## src/rtl/cmwc_fifo.sv

```systemverilog
// short request queue between the front end and the back end
module cmwc_fifo #(
  parameter int unsigned DEPTH = 4,
  parameter int unsigned WIDTH = 8
) (
  input  logic             clk_i,
  input  logic             rst_ni,
  input  logic             push_i,
  input  logic [WIDTH-1:0] wdata_i,
  output logic             full_o,
  input  logic             pop_i,
  output logic [WIDTH-1:0] rdata_o,
  output logic             valid_o
);

  localparam int unsigned AW = $clog2(DEPTH);
  localparam int unsigned CW = $clog2(DEPTH + 1);
  localparam logic [AW-1:0] LastPtr = AW'(DEPTH - 1);
  localparam logic [CW-1:0] FullCnt = CW'(DEPTH);

  logic [WIDTH-1:0] mem_q [DEPTH];
  logic [AW-1:0]    wptr_q, rptr_q;
  logic [CW-1:0]    cnt_q;
  logic             do_push, do_pop;

  assign full_o  = (cnt_q == FullCnt);
  assign valid_o = (cnt_q != '0);
  assign rdata_o = mem_q[rptr_q];
  assign do_push = push_i && !full_o;
  assign do_pop  = pop_i && valid_o;

  always_ff @(posedge clk_i) begin
    if (do_push) begin
      mem_q[wptr_q] <= wdata_i;
    end
  end

  always_ff @(posedge clk_i or negedge rst_ni) begin
    if (!rst_ni) begin
      wptr_q <= '0;
      rptr_q <= '0;
      cnt_q  <= '0;
    end else begin
      if (do_push) begin
        wptr_q <= (wptr_q == LastPtr) ? '0 : wptr_q + AW'(1);
      end
      if (do_pop) begin
        rptr_q <= (rptr_q == LastPtr) ? '0 : rptr_q + AW'(1);
      end
      case ({do_push, do_pop})
        2'b10:   cnt_q <= cnt_q + CW'(1);
        2'b01:   cnt_q <= cnt_q - CW'(1);
        default: cnt_q <= cnt_q;
      endcase
    end
  end

`ifndef SYNTHESIS
  a_cnt_bound: assert property (@(posedge clk_i) disable iff (!rst_ni) cnt_q <= FullCnt)
    else $error("queue count above depth");
  a_pop_nonempty: assert property (@(posedge clk_i) disable iff (!rst_ni)
    pop_i |-> valid_o)
    else $error("pop from empty queue");
  a_push_grows: assert property (@(posedge clk_i) disable iff (!rst_ni)
    (do_push && !do_pop) |=> cnt_q == $past(cnt_q) + CW'(1))
    else $error("queue count did not grow on push");
`endif

endmodule

```

## config.mk

```make
export PLATFORM = sky130hd
export DESIGN_NAME = cmwc_fifo
export DESIGN_NICKNAME = d
export VERILOG_FILES = /design/src/rtl/cmwc_fifo.sv
export SDC_FILE = /design/constraint.sdc
export NUM_CORES = 1
export LEC_CHECK = 0
export BUFFER_PORTS_ARGS = -buffer_cell sky130_fd_sc_hd__buf_4
export CAP_MARGIN = 0
export CORE_AREA = 2 2 79 81
export DETAILED_ROUTE_END_ITERATION = 7
export DIE_AREA = 0 0 81 83
export PLACE_DENSITY_LB_ADDON = 0.3
export SKIP_CTS_REPAIR_TIMING = 1
export SYNTH_ARGS = -nofsm -noshare
export SYNTH_HDL_FRONTEND = slang
export SYNTH_SLANG_ARGS = --single-unit
```

## constraint.sdc

```tcl
create_clock -name clk_i -period 2.84 [get_ports clk_i]
set_clock_uncertainty 0.2 [all_clocks]
set_input_delay 0.142 -clock clk_i [delete_from_list [all_inputs] [get_ports clk_i]]
set_output_delay 0.142 -clock clk_i [all_outputs]
set_load 0.02 [all_outputs]
```

==> reports/qor.txt <==
Power per Cell Area - 967 mW/mm²
Die Y - 83 µm
most frequent cells in the layout - 32 x edfxtp_1, 21 x buf_4, 11 x dlygate4sd3_1, 8 x inv_1, 8 x mux4_2
mux cell area share after synthesis - 0.151
chip width - 81 µm
site row count - 28
antenna violations before repair - 0
Final Max Slew Viols - 0
global-route wire length before repair - 4.17 mm
fmax - 407 MHz
setup TNS - 0 ns
P&R area growth vs syn - 27.4%
crit path max fanout - 6
initial cell density of the core - 0.277
GR Util All Layers - 0.0862
CP Launch Type - register
Slew HR - 0.607
commonest non-fill, non-tap cell in the layout - edfxtp_1
leakage - 0.000792 µW
Mapped Area - 0.00161 mm²
outcome - completed
routed wire length - 2.61 mm
detailed-route DRC error count - 0
Starting DRT DRC Count - 13
clock sinks - 39
largest net degree at the start of global routing - 14
period utilization - 0.865
Wirelength per Cell - 13.3 µm
clk slew on worst S/H paths - 0.07 ns
DP Area - 0.00185 mm²
XOR/XNOR share of the synthesized area - 0.0163
Antenna Cells - 0
nets@finish - 139
Routability Congestion - 0.667
largest family of logic cells by synthesized area - multiplexers
setup ws final - 0.385 ns
Switching Power - 649 µW
mean post-synth cell area - 19.4 µm²
GR Overflow Total - 0
Final setup viols - 0
Switching Share - 0.327
post-synthesis sequential area ratio - 0.705
Final Cell Area - 0.00205 mm²
H-Tree Depth - 2
Int Pwr - 1340 µW
clock group share of total power - 0.178
Synth Area in Simple Gates - 0.0450
register bit total from synthesis - 39
Setup WS pre-CTS - 0.400 ns
Core Util, Final - 0.353
via count - 834
syn_nets - 102
unrepaired setup endpoints after global routing - no
vias in the first global route - 857
Fin. Hold Viols - 0
Synth Area in Compound Gates - 0
TritonCTS Buffers - 5
cells after synthesis - 83
DR pass1 iterations - 4
Post-Synth Adder-Cell Area - 0.0590
CTS tree - done
IO Count - 22
R2R Setup Slk - 0.38 ns
MaxCap Viol Count - 0
fin crit period - 2.46 ns
worst-margin pin slew - 0.590 ns
critical path capture point type - register
vias per cell - 4.26
Antenna Nets Post-Route - 0
sequential power share - 0.451
PortBufs - 21
Worst EP required - 2.84 ns
Final HPWL DP - 1.81 mm
critical path class - register to register
worst skew pair latency - 0.28 ns
YS warnings - 0
clock tree buffer depth - 2
kind of path behind the tightest hold check - primary input to register
full die area - 0.00672 mm²
clk root buf - clkbuf_8
placed insts - 177
VDD IR-drop max - 0.000458 V
Cell variety after synth - 19
core area - 0.00582 mm²
part of the power in combinational logic - 0.371
fin cells - 196
share of cells above drive strength 1 - 0.397
critical path arrival - 2.46 ns
## registers in the layout, indices dropped and copies added, names as in the netlist
register / count
rptr_q: 2
mem_q: 32
wptr_q: 2
cnt_q: 3
## through the flow
stage / power, µW / hold WS (ns)
after global routing: 2130 / 0.0841
after global placement: 1630 / -0.237
after detailed placement: 1650 / -0.232
final: 1980 / 0.0731
after floorplan: 1390 / -0.354
after CTS: 2010 / -0.546
## worst paths after layout
kind / start / to / depth (start not counted)
worst max-delay path: cnt_q[0]$_DFFE_PN0P_ / cnt_q[2]$_DFFE_PN0P_ / 9
worst min-delay path: pop_i / rptr_q[1]$_DFFE_PN0P_ / 3
worst max register to register: cnt_q[0]$_DFFE_PN0P_ / cnt_q[2]$_DFFE_PN0P_ / 9
worst min register to register: cnt_q[2]$_DFFE_PN0P_ / cnt_q[2]$_DFFE_PN0P_ / 1
max in group asynchronous: rst_ni / rptr_q[1]$_DFFE_PN0P_ / 4
min in group asynchronous: rst_ni / cnt_q[2]$_DFFE_PN0P_ / 3
## routing by layer
layer,vias up,GRT usage,wire (µm)
li1,382,-,-
met1,420,0.106,1150
met2,27,0.134,1280
met3,5,0.0315,149
met4,0,0.0370,31
met5,-,0,0
## power by group through the flow
stage	Sequential, µW	Combinational (µW)	Clock, µW
after CTS	901	741	368
after global routing	920	818	391
after detailed placement	915	737	0
final	895	736	353
after global placement	905	722	0
after floorplan	831	562	0
## cell usage after synthesis (all sizes together)
master / instances / area share
dfrtp: 7 / 0.11
fa: 1 / 0.012
xnor2: 1 / 0.0054
and2: 1 / 0.0054
inv: 8 / 0.019
mux2: 4 / 0.033
mux2i: 1 / 0.0062
and3: 4 / 0.019
or3: 1 / 0.0047
ha: 6 / 0.047
edfxtp: 32 / 0.60
nor2: 3 / 0.0070
or3b: 1 / 0.0070
xor2: 2 / 0.011
nand2: 1 / 0.0023
mux4: 8 / 0.11
buf: 2 / 0.0054
## worst max-delay path, cell delays in order (launching register included)
cell	delay, ns
dfrtp_1	0.43
or3b_4	0.44
and2_4	0.19
inv_1	0.06
ha_1	0.19
inv_1	0.06
fa_1	0.38
xor2_1	0.16
nor2_1	0.12
xor2_1	0.16
## cell type report
cell class	instances	area, µm²
clock buffers	5	68.8
fillers	572	3760
multi-input cells	34	437
inverters	8	30.0
flip-flops and latches	39	1140
clock inverters	3	20.0
well taps	75	93.8
repair buffers	32	268
## cell families (layout without fill, tap and decap cells)
family | count (synthesis) | count (layout)
flops | 39 | 39
mux | 13 | 13
simple gates | 11 | 11
buf+inv | 10 | 48
fa+ha+maj | 7 | 7
xor+xnor | 3 | 3
(Power assumes the default switching activity.)
