**config.mk**
```make
export PLATFORM = sky130hd
export DESIGN_NAME = cmwc_front
export DESIGN_NICKNAME = d
export VERILOG_FILES = /design/src/rtl/cmwc_pkg.sv /design/src/rtl/cmwc_front.sv
export SDC_FILE = /design/constraint.sdc
export NUM_CORES = 1
export LEC_CHECK = 0
export BUFFER_PORTS_ARGS = -buffer_cell sky130_fd_sc_hd__buf_4
export CORE_MARGIN = 10
export CORE_UTILIZATION = 35
export CTS_CLUSTER_SIZE = 14
export DETAILED_ROUTE_END_ITERATION = 7
export GPL_ROUTABILITY_DRIVEN = 0
export MAX_ROUTING_LAYER = met4
export PLACE_DENSITY = 0.88
export SKIP_CTS_REPAIR_TIMING = 1
export SLEW_MARGIN = 20
export SYNTH_ARGS = -nofsm -noshare
export SYNTH_HDL_FRONTEND = slang
export SYNTH_SLANG_ARGS = --single-unit
```
**constraint.sdc**
```tcl
create_clock -name clk_i -period 1.7 [get_ports clk_i]
set_input_delay 0.34 -clock clk_i [delete_from_list [all_inputs] [get_ports clk_i]]
set_output_delay 0.34 -clock clk_i [all_outputs]
set_load 0.02 [all_outputs]
```
**src/rtl/cmwc_pkg.sv**
```systemverilog
// shared types, constants and tables of the contour molding width classifier
package cmwc_pkg;

  localparam int unsigned CoordW = 24;
  localparam int unsigned TurnW  = 20;
  localparam int unsigned AreaW  = 64;
  localparam int unsigned RadW   = 23;
  localparam int unsigned ScaleW = 17;
  localparam int unsigned WidthW = 23;

  localparam logic [TurnW-1:0] TurnMax     = 20'hFFFFF;
  localparam logic [29:0]      InvTwoPiQ32 = 30'd683565276;
  localparam logic [17:0]      PiQ16       = 18'd205887;
  localparam logic [16:0]      HalfPiQ16   = 17'd102944;
  localparam logic [15:0]      PiTurn      = 16'd25736;
  localparam logic [RadW-1:0]  RadMax      = 23'h7FFFFF;

  typedef struct packed {
    logic signed [CoordW-1:0] y;
    logic signed [CoordW-1:0] x;
  } vertex_t;

  // position of a vertex within its contour
  typedef enum logic [1:0] {
    CLS_FIRST,
    CLS_SECOND,
    CLS_MORE
  } vclass_e;

  typedef struct packed {
    vclass_e cls;
    logic    last;
    vertex_t v;
  } job_t;

  localparam int unsigned JobW = $bits(job_t);

  typedef struct packed {
    logic valid;
    job_t job;
  } job_req_t;

  typedef enum logic [2:0] {
    OP_AREA1,
    OP_TURN1,
    OP_AREA2,
    OP_TURN2,
    OP_TURN3,
    OP_SHIFT,
    OP_FINAL
  } op_e;

  typedef enum logic [3:0] {
    S_IDLE,
    S_SETUP,
    S_MUL,
    S_POST,
    S_CORD,
    S_TURN,
    S_ADD,
    S_QMUL0,
    S_QMUL1,
    S_QSUM,
    S_SQRT,
    S_DECIDE,
    S_DIV,
    S_EMIT
  } state_e;

  // arctangent of 2^-i in Q.16
  function automatic logic [16:0] atan_q16(input logic [4:0] i);
    logic [16:0] a;
    case (i)
      5'd0:    a = 17'd51472;
      5'd1:    a = 17'd30386;
      5'd2:    a = 17'd16055;
      5'd3:    a = 17'd8150;
      5'd4:    a = 17'd4091;
      5'd5:    a = 17'd2047;
      5'd6:    a = 17'd1024;
      5'd7:    a = 17'd512;
      5'd8:    a = 17'd256;
      5'd9:    a = 17'd128;
      5'd10:   a = 17'd64;
      5'd11:   a = 17'd32;
      5'd12:   a = 17'd16;
      5'd13:   a = 17'd8;
      5'd14:   a = 17'd4;
      5'd15:   a = 17'd2;
      5'd16:   a = 17'd1;
      default: a = 17'd0;
    endcase
    return a;
  endfunction

endpackage

```
**src/rtl/cmwc_front.sv**
```systemverilog
// front end: accepts vertices, tags their place in the contour and queues them
module cmwc_front #(
  parameter int unsigned MAX_VERTICES = 1024
) (
  input  logic                   clk_i,
  input  logic                   rst_ni,
  input  logic                   in_valid_i,
  output logic                   in_ready_o,
  input  cmwc_pkg::vertex_t      in_vertex_i,
  input  logic                   in_last_i,
  output cmwc_pkg::job_req_t     req_o,
  input  logic                   q_full_i
);
  import cmwc_pkg::*;

  localparam int unsigned CntW = $clog2(MAX_VERTICES + 1);
  localparam logic [CntW-1:0] MaxCnt = CntW'(MAX_VERTICES);

  logic [CntW-1:0] cnt_q, cnt_d;
  logic            fire;
  vclass_e         cls;

  assign in_ready_o = !q_full_i;
  assign fire       = in_valid_i && in_ready_o;

  always_comb begin
    if (cnt_q == '0) begin
      cls = CLS_FIRST;
    end else if (cnt_q == CntW'(1)) begin
      cls = CLS_SECOND;
    end else begin
      cls = CLS_MORE;
    end
  end

  always_comb begin
    cnt_d = cnt_q;
    if (fire) begin
      if (in_last_i) begin
        cnt_d = '0;
      end else if (cnt_q < MaxCnt) begin
        cnt_d = cnt_q + CntW'(1);
      end
    end
  end

  always_ff @(posedge clk_i or negedge rst_ni) begin
    if (!rst_ni) begin
      cnt_q <= '0;
    end else begin
      cnt_q <= cnt_d;
    end
  end

  assign req_o.valid    = fire;
  assign req_o.job.cls  = cls;
  assign req_o.job.last = in_last_i;
  assign req_o.job.v    = in_vertex_i;

endmodule

```
==> results of run 1 <==
[cell usage after synthesis]
cell	count	area share, %
sky130_fd_sc_hd__buf_4	50	36
sky130_fd_sc_hd__dfrtp_1	11	27
sky130_fd_sc_hd__nor2_1	8	2.9
sky130_fd_sc_hd__nand2_1	6	2.2
sky130_fd_sc_hd__xor2_1	6	5.1
sky130_fd_sc_hd__nand4_1	4	2.4
sky130_fd_sc_hd__a21oi_1	3	1.5
sky130_fd_sc_hd__ha_1	3	3.6
sky130_fd_sc_hd__inv_1	3	1.1
sky130_fd_sc_hd__o21ai_0	3	1.5
sky130_fd_sc_hd__or3_1	3	1.8
sky130_fd_sc_hd__and2_2	2	1.5
sky130_fd_sc_hd__nand3_1	2	0.97
sky130_fd_sc_hd__and2_1	1	0.61
sky130_fd_sc_hd__and3_1	1	0.61
sky130_fd_sc_hd__and3_4	1	1.1
sky130_fd_sc_hd__and4_1	1	0.85
sky130_fd_sc_hd__and4_2	1	0.97
sky130_fd_sc_hd__buf_6	1	1.1
sky130_fd_sc_hd__clkbuf_1	1	0.36
sky130_fd_sc_hd__nand2b_1	1	0.61
sky130_fd_sc_hd__nand4_4	1	2.1
sky130_fd_sc_hd__nor2b_1	1	0.61
sky130_fd_sc_hd__nor3_1	1	0.48
sky130_fd_sc_hd__nor3b_1	1	0.73
sky130_fd_sc_hd__nor4_1	1	0.61
sky130_fd_sc_hd__o21bai_1	1	0.73
sky130_fd_sc_hd__or2b_4	1	1.1
[layer usage]
metal  wire (microns)  global-route usage, %
met5                0                      -
met1              576                  5.356
met2              734                  9.280
met4               47                  5.285
met3              184                  3.590
[tightest hold or removal path, stage by stage]
cell and delay, ns:
sky130_fd_sc_hd__buf_4 0.10, sky130_fd_sc_hd__or3_1 0.09, sky130_fd_sc_hd__nand2_1 0.04
[worst max path at each step]
stage	to	start	depth (start not counted)
floorplan	req_o[49]	cnt_q[6]	3
finish	req_o[49]	cnt_q[2]	4
detailed placement	req_o[49]	cnt_q[6]	4
global route	req_o[49]	cnt_q[2]	4
global placement	req_o[49]	cnt_q[6]	4
CTS	req_o[49]	cnt_q[6]	4
[where the power goes]
| part | leakage (nW) | switching, mW | internal [mW] |
|---|---|---|---|
| registers | 0.150 | 0.0169 | 0.275 |
| logic | 0.217 | 0.0756 | 0.0665 |
| clock network | 0.0150 | 0.0917 | 0.0911 |
| total | 0.382 | 0.184 | 0.432 |
[through the flow]
| step | TNS (ns) | utilization [%] |
|---|---|---|
| floorplan | 0 | - |
| global placement | 0 | 27.44 |
| detailed placement | 0 | 27.44 |
| CTS | -0.2948 | 28.39 |
| global route | -0.3610 | 29.46 |
| finish | -0.2043 | 29.46 |
[area by class of cell]
class	instances	area share, %
clock buffer	4	3.206
multi-input combinational	53	44.73
sequential	11	33.74
inverter	3	1.374
tap	31	4.733
timing repair buffer	13	12.21
[placed cells by master (no fill, tap or decap), drive strengths merged]
cell type,netlist,routed
buf,51,12
dfrtp,11,11
nor2,8,8
xor2,6,6
nand2,6,6
nand4,5,5
clkbuf,1,4
inv,3,3
a21oi,3,3
o21ai,3,3
or3,3,3
ha,3,3
and2,3,3
nand3,2,2
and3,2,2
and4,2,2
nor4,1,1
nor3,1,1
nor3b,1,1
nor2b,1,1
o21bai,1,1
or2b,1,1
nand2b,1,1
dlygate4sd3,0,1
[kinds of logic (layout without fill, tap and decap cells)]
kind of cell | count (synthesis) | count (layout) | synth area share (%)
buffers and inverters | 55 | 20 | 38.91
and+or+nand+nor | 37 | 37 | 22.06
DFF | 11 | 11 | 26.67
AOI/OAI and AO/OA | 7 | 7 | 3.636
xor gates and xnor gates | 6 | 6 | 5.091
adders and majority gates | 3 | 3 | 3.637
==> results.txt, run 1 <==
- Result of the run: finished, violations left
- The final reports fail on setup timing.
* Total wire length: 1.542 mm
- Total gr overflow: 0
* Number of buffers and inverters on the critical path: 1
- Kind of path behind the tightest hold check: primary input to register
- The worst setup path is launched from a register.
* Clock buffers created by TritonCTS: 3
- Boundary pin count: 106
- CTS built an H-tree with a depth of 1.
- Final non-filler cell area: 819.5 sq um
* Highest-delay cell along the critical path: sky130_fd_sc_hd__dfrtp_2
- Number of vias per cell: 5.043
* Post-synth design cell area: slightly above 1000 sq um
- The worst register-to-register path has a depth of 5.
- From synthesis to final layout, the design area changed by -20.61%.
* Count of buffers from port buffering: 9
- The via count of the first global-routing pass was 586.
- Total setup violations reported at the end of the flow: 2
- Count of inserted antenna diode cells: 0
- Clock latency reported for the late side of the worst-skew pair: 0.27 ns
- The post-route netlist has 28.57% of its cells at a drive strength greater than 1.
- Register area: between 200 and 300 sq um
* Hold Startpoint: in_last_i
* DP Cell Count: 109
* Hold Path Stages: 3
* Clk slew on worst S/H paths: 0.07 ns
* Sinks on Clock Net: 11
- After the first detailed-routing iteration, the DRC count stood at 46.
- Grouping stages by cell kind, the critical path spends the most delay in simple AND/OR/NAND/NOR gates.
- Sequential elements use 26.67% of the synthesized area.
- Fin Hold WS: 0.3345 ns
- Synthesized area per cell: 8.674 sq um
* Setup slack of the critical path after layout: -0.1038 ns
- Number of non-filler instances in the completed layout: approximately 120
- Residual antenna-violating net count after detailed routing: 0
* Initial antenna violation count: 0
- The startpoint identified for the worst register-to-register timing path is cnt_q[2].
- The number of max-slew violations in the final report came to 0.
- Pwr/cell area: 752.5 nW/um^2
- In the final layout, the multi-input gates occupy roughly 370 sq um.
* Crit Reg-Reg Endpoint: cnt_q[9]
- Post-Place Worst Slack: 0.1134 ns
- The register with the most flip-flops in the layout has 11 of them.
- Filler cell count in the final layout: 277
- The first global-routing pass estimated 2.490 mm of wire.
* Data required time at the worst endpoint: ~1.4 ns
- Synthesized instance count: 119
- Global-route total usage across every layer: 6.127%
- Static timing analysis puts the maximum clock frequency at around 550 MHz.
* Die Footprint: 5521 sq um
- Clock root buffer: sky130_fd_sc_hd__clkbuf_4
* # DRC: 0
- Largest net degree at the start of global routing: 12
- Path type of the worst setup path: register to output port
- At the pin with the least slew margin, the transition time is roughly 0.34 ns.
- When the netlist entered floorplanning its net count stood at about 180.
- Synthesis inferred 11 register bits.
* Critical path fanouts, max: 4
- Largest Register: cnt_q
* Series of cell instances along the critical path: nor4_2, nand3_1, nor3b_2, buf_4
- Syn. warnings: 0
- Worst slew margin relative to its limit: 77.51%
- Post-place instance area: 763.2 sq um
- Total number of vias: 580
- Number of failing hold endpoints at the final stage: 0
- Wirelength per Cell: between 10 and 15 microns
- Chip width: 74.31 microns
* Detailed placement HPWL: 1.137 mm
- Site row count: 19
* P_leak: roughly 0.38 nW
* Starting utilization of the core area: 37.11%
- TritonCTS clock tree: yes
- Largest registers ranked by flip-flop count: cnt_q: 11 flops
- Minimum period implied by the final worst setup slack: 1.804 ns
* MaxCap Viol Count: 0
* Endpoint class of the critical path: output port
- In this run the standard cell core region covers 2781 sq um.
* Die Ht: 74.31 microns
- For the worst setup path, the data arrival time is 1.46 ns.
- Final-stage net count: 141
- Max incr delay on CP: 0.44 ns
- Maximum root-to-sink buffer count: 2
* Number of detailed-routing iterations run before antenna repair: 4
- In the finished design, the share of the clock period the worst path needs comes to 106.1%.
* Setup repair after global routing missed its margin: true
- Post-layout power: a little over 0.6 mW
- The worst-case IR drop observed on VDD is 333.9 uV.
- WHS Endpoint: cnt_q[0]
* Distinct cell type count of the synthesized netlist: 28
- Setup slack on the worst flop-to-flop path: roughly 0.28 ns
* Max Clock Skew: approximately 0.0038 ns
Power figures use the tool's default switching activity.
==> run 2: changes to the inputs <==
--- a/config.mk
+++ b/config.mk
@@ -6,6 +6,7 @@
 export NUM_CORES = 1
 export LEC_CHECK = 0
 export BUFFER_PORTS_ARGS = -buffer_cell sky130_fd_sc_hd__buf_4
+export CORE_ASPECT_RATIO = 0.8
 export CORE_MARGIN = 10
 export CORE_UTILIZATION = 35
 export CTS_CLUSTER_SIZE = 14
==> run 2 against run 1 <==
  * The flow still finishes with violations (setup timing)
  * Final area up 4.3%
  * Sequential power hardly changed
  * Largest power group unchanged
  * Critical path depth unchanged
  * Clock power is 40% higher
  * Combinational power fell by 6%
  * Register-to-register slack hardly changed
  * Total power is 11% higher
  * Highest routed layer is now met3
==> results.txt, run 2 (synthesis results as in run 1) <==
* Result of the run: finished, violations left
* Failing checks: setup timing
- Dividing the detail-routed wire length by the instance count gives 13.69 microns.
- The initial utilization of the core area, before any placement, comes to between 30% and 40%.
- Sequential fraction of design power: 43.0%
- Most frequent standard cell in the layout excluding fill and tap cells: sky130_fd_sc_hd__buf_4
* Area of the multi-input gates: 366.6 sq um
* Transition at the pin with the smallest max-transition slack: 0.3762 ns
- Final-stage net count: 142
- The final count of hold timing violations was 0.
* Chip width: 80.72 microns
- Kind of path behind the tightest hold check: primary input to register
* Die Ht: 68.58 microns
- The most critical setup path has its startpoint at cnt_q[6].
- Once layout is done, the placed cells without fillers occupy 854.6 sq um.
- Boundary pin count: 106
- Endpoint class of the critical path: output port
* R2r worst-path depth: 5
- Number of detailed-routing iterations run before antenna repair: 4
- The routed layout has about 580 vias.
- Of the total power, the clock network draws 37.5%.
- Crit Reg-Reg Endpoint: cnt_q[8]
* Number of max-slew violations in the final report: 0
- Critical register-to-register path startpoint: cnt_q[0]
* Net switching power figure: approximately 0.18 mW
* Data required time at the worst endpoint: 1.36 ns
* Iteration-0 DRC count of the detailed router: 10
- Static timing analysis puts the maximum clock frequency at 570.0 MHz.
* Setup slack of the critical path after layout: -0.05436 ns
* MaxCap Viol Count: 0
* Die Footprint: approximately 5500 sq um
- Path type of the worst setup path: register to output port
* Pwr/cell area: between 700 and 800 nW/um^2
- The first global-routing pass estimated 2.573 mm of wire.
- Largest Register: cnt_q
- Largest registers ranked by flip-flop count: cnt_q: 11 flops
- Highest-delay cell along the critical path: sky130_fd_sc_hd__dfrtp_1
* Maximum root-to-sink buffer count: 2
* Power Internal: between 0.4 and 0.5 mW
- Layout Utilization: 30.67%
- Detailed placement HPWL: 1.243 mm
- Setup repair after global routing missed its margin: true
- The worst hold path was traced through 3 stages.
- TritonCTS created 3 clock buffers.
- Count of buffers from port buffering: 9
- The tree is rooted in a sky130_fd_sc_hd__clkbuf_8.
- Combinational share of power: between 10% and 20%
- H-Tree Level Count: 1
- Global-route total usage across every layer: 6.161%
- Net switching is 27.00% of the power.
- The later pin in the worst-skew pair is clocked with a latency of 0.24 ns.
- Setup violations remaining at the end of the flow were counted as 2.
- Counting I/O delays and the setup requirement, the final critical path takes between 1.5 and 2 ns.
- For this run, design rule violations remaining after detail routing come to 0.
* Filler cell count in the final layout: around 300
- Register area: 276.5 sq um
* Post-place instance area: 764.5 sq um
- Vias in the first global route: around 590
- In this run the worst setup path terminates at req_o[50].
* Share of cells above drive strength 1: 29.41%
* Largest net degree at the start of global routing: 12
- In this run the register-to-register setup slack is 0.28 ns.
- Residual antenna-violating net count after detailed routing: 0
- The critical path goes through nor4_2, nand3_1, o21bai_1, buf_4.
* Critical path fanouts, max: 3
* Worst slew margin relative to its limit: 74.87%
- Post-layout power: 0.6815 mW
- TritonCTS built the clock tree.
* Most used cells in the layout excluding fill and tap cells: sky130_fd_sc_hd__buf_4 (13), sky130_fd_sc_hd__dfrtp_1 (10), sky130_fd_sc_hd__nor2_1 (8)
- For this design, the sink count on the clock tree is 11.
- Arrival time of the worst setup path: about 1.4 ns
- Kind of start point of the critical path: register
* Initial antenna violation count: 0
* Site row count: 17
- Number of flip-flops in the largest register: 11
* Max incr delay on CP: 0.40 ns
- From synthesis to final layout, the design area changed by -17.21%.
- Core area: 2786 sq um
- Count of inserted antenna diode cells: 0
* Final clock period utilization by the worst path: 103.2%
* Total wire length: 1.684 mm
- After detailed routing, the number of vias per cell comes to 4.748.
- Clk slew on worst S/H paths: 0.05 ns
- Max Clock Skew: between 0.005 and 0.006 ns
- The analysis attributes to cell leakage a power of between 0.3 and 0.4 nW.
- VDD IR max: 218.2 uV
* Total gr overflow: 0
[run 2: cell count changes in the layout (fill, tap and decap cells not counted), sizes merged]
cell | previous run | this run
buf | 12 | 13
[run 2: area by class of cell]
class	instances	area share [%]
Inverter	3	1.318
Tap cell	38	5.564
Sequential cell	11	32.36
Multi-Input combinational cell	53	42.90
Timing Repair Buffer	14	12.59
Clock buffer	4	5.271
[run 2: worst min path at each step]
| stage | start | to |
|---|---|---|
| after floorplan | rst_ni | cnt_q[0] |
| after global placement | rst_ni | cnt_q[0] |
| after detailed placement | rst_ni | cnt_q[0] |
| after CTS | rst_ni | cnt_q[0] |
| after global routing | in_last_i | cnt_q[0] |
| final | in_last_i | cnt_q[0] |
[run 2: worst max-delay path: cells and delay by family (launching register included)]
| kind | cells | cell delay [ns] |
|---|---|---|
| DFF | 1 | 0.40 |
| and+or+nand+nor | 2 | 0.44 |
| buffers and inverters | 1 | 0.16 |
| AOI/OAI and AO/OA | 1 | 0.18 |
[run 2: stage by stage]
stage | TNS, ns | hold WS (ns) | instances | setup WS, ns
floorplan | 0 | 0.04441 | 119 | 0.04568
global placement | 0 | 0.1785 | 115 | 0.1002
detailed placement | 0 | 0.1867 | 115 | 0.09227
CTS | -0.2722 | -0.06979 | 119 | -0.1626
global route | -0.1976 | 0.4142 | 123 | -0.1003
finish | -0.1021 | 0.3874 | 123 | -0.05436
[run 2: metal layers]
layer  part of all wire, %  up-vias  global-route usage [%]
met5                     0        -                       -
met3                   9.7        0                   4.134
met1                    39      293                   5.518
li1                      -      269                       -
met4                     0        0                   1.293
met2                    51       22                   10.81
[run 2: power by group through the flow]
stage,Clock [mW],Sequential (mW),Combinational [mW]
detailed placement,0,0.296,0.129
global route,0.287,0.296,0.147
finish,0.256,0.293,0.133
CTS,0.267,0.292,0.130
floorplan,0,0.292,0.246
global placement,0,0.294,0.123
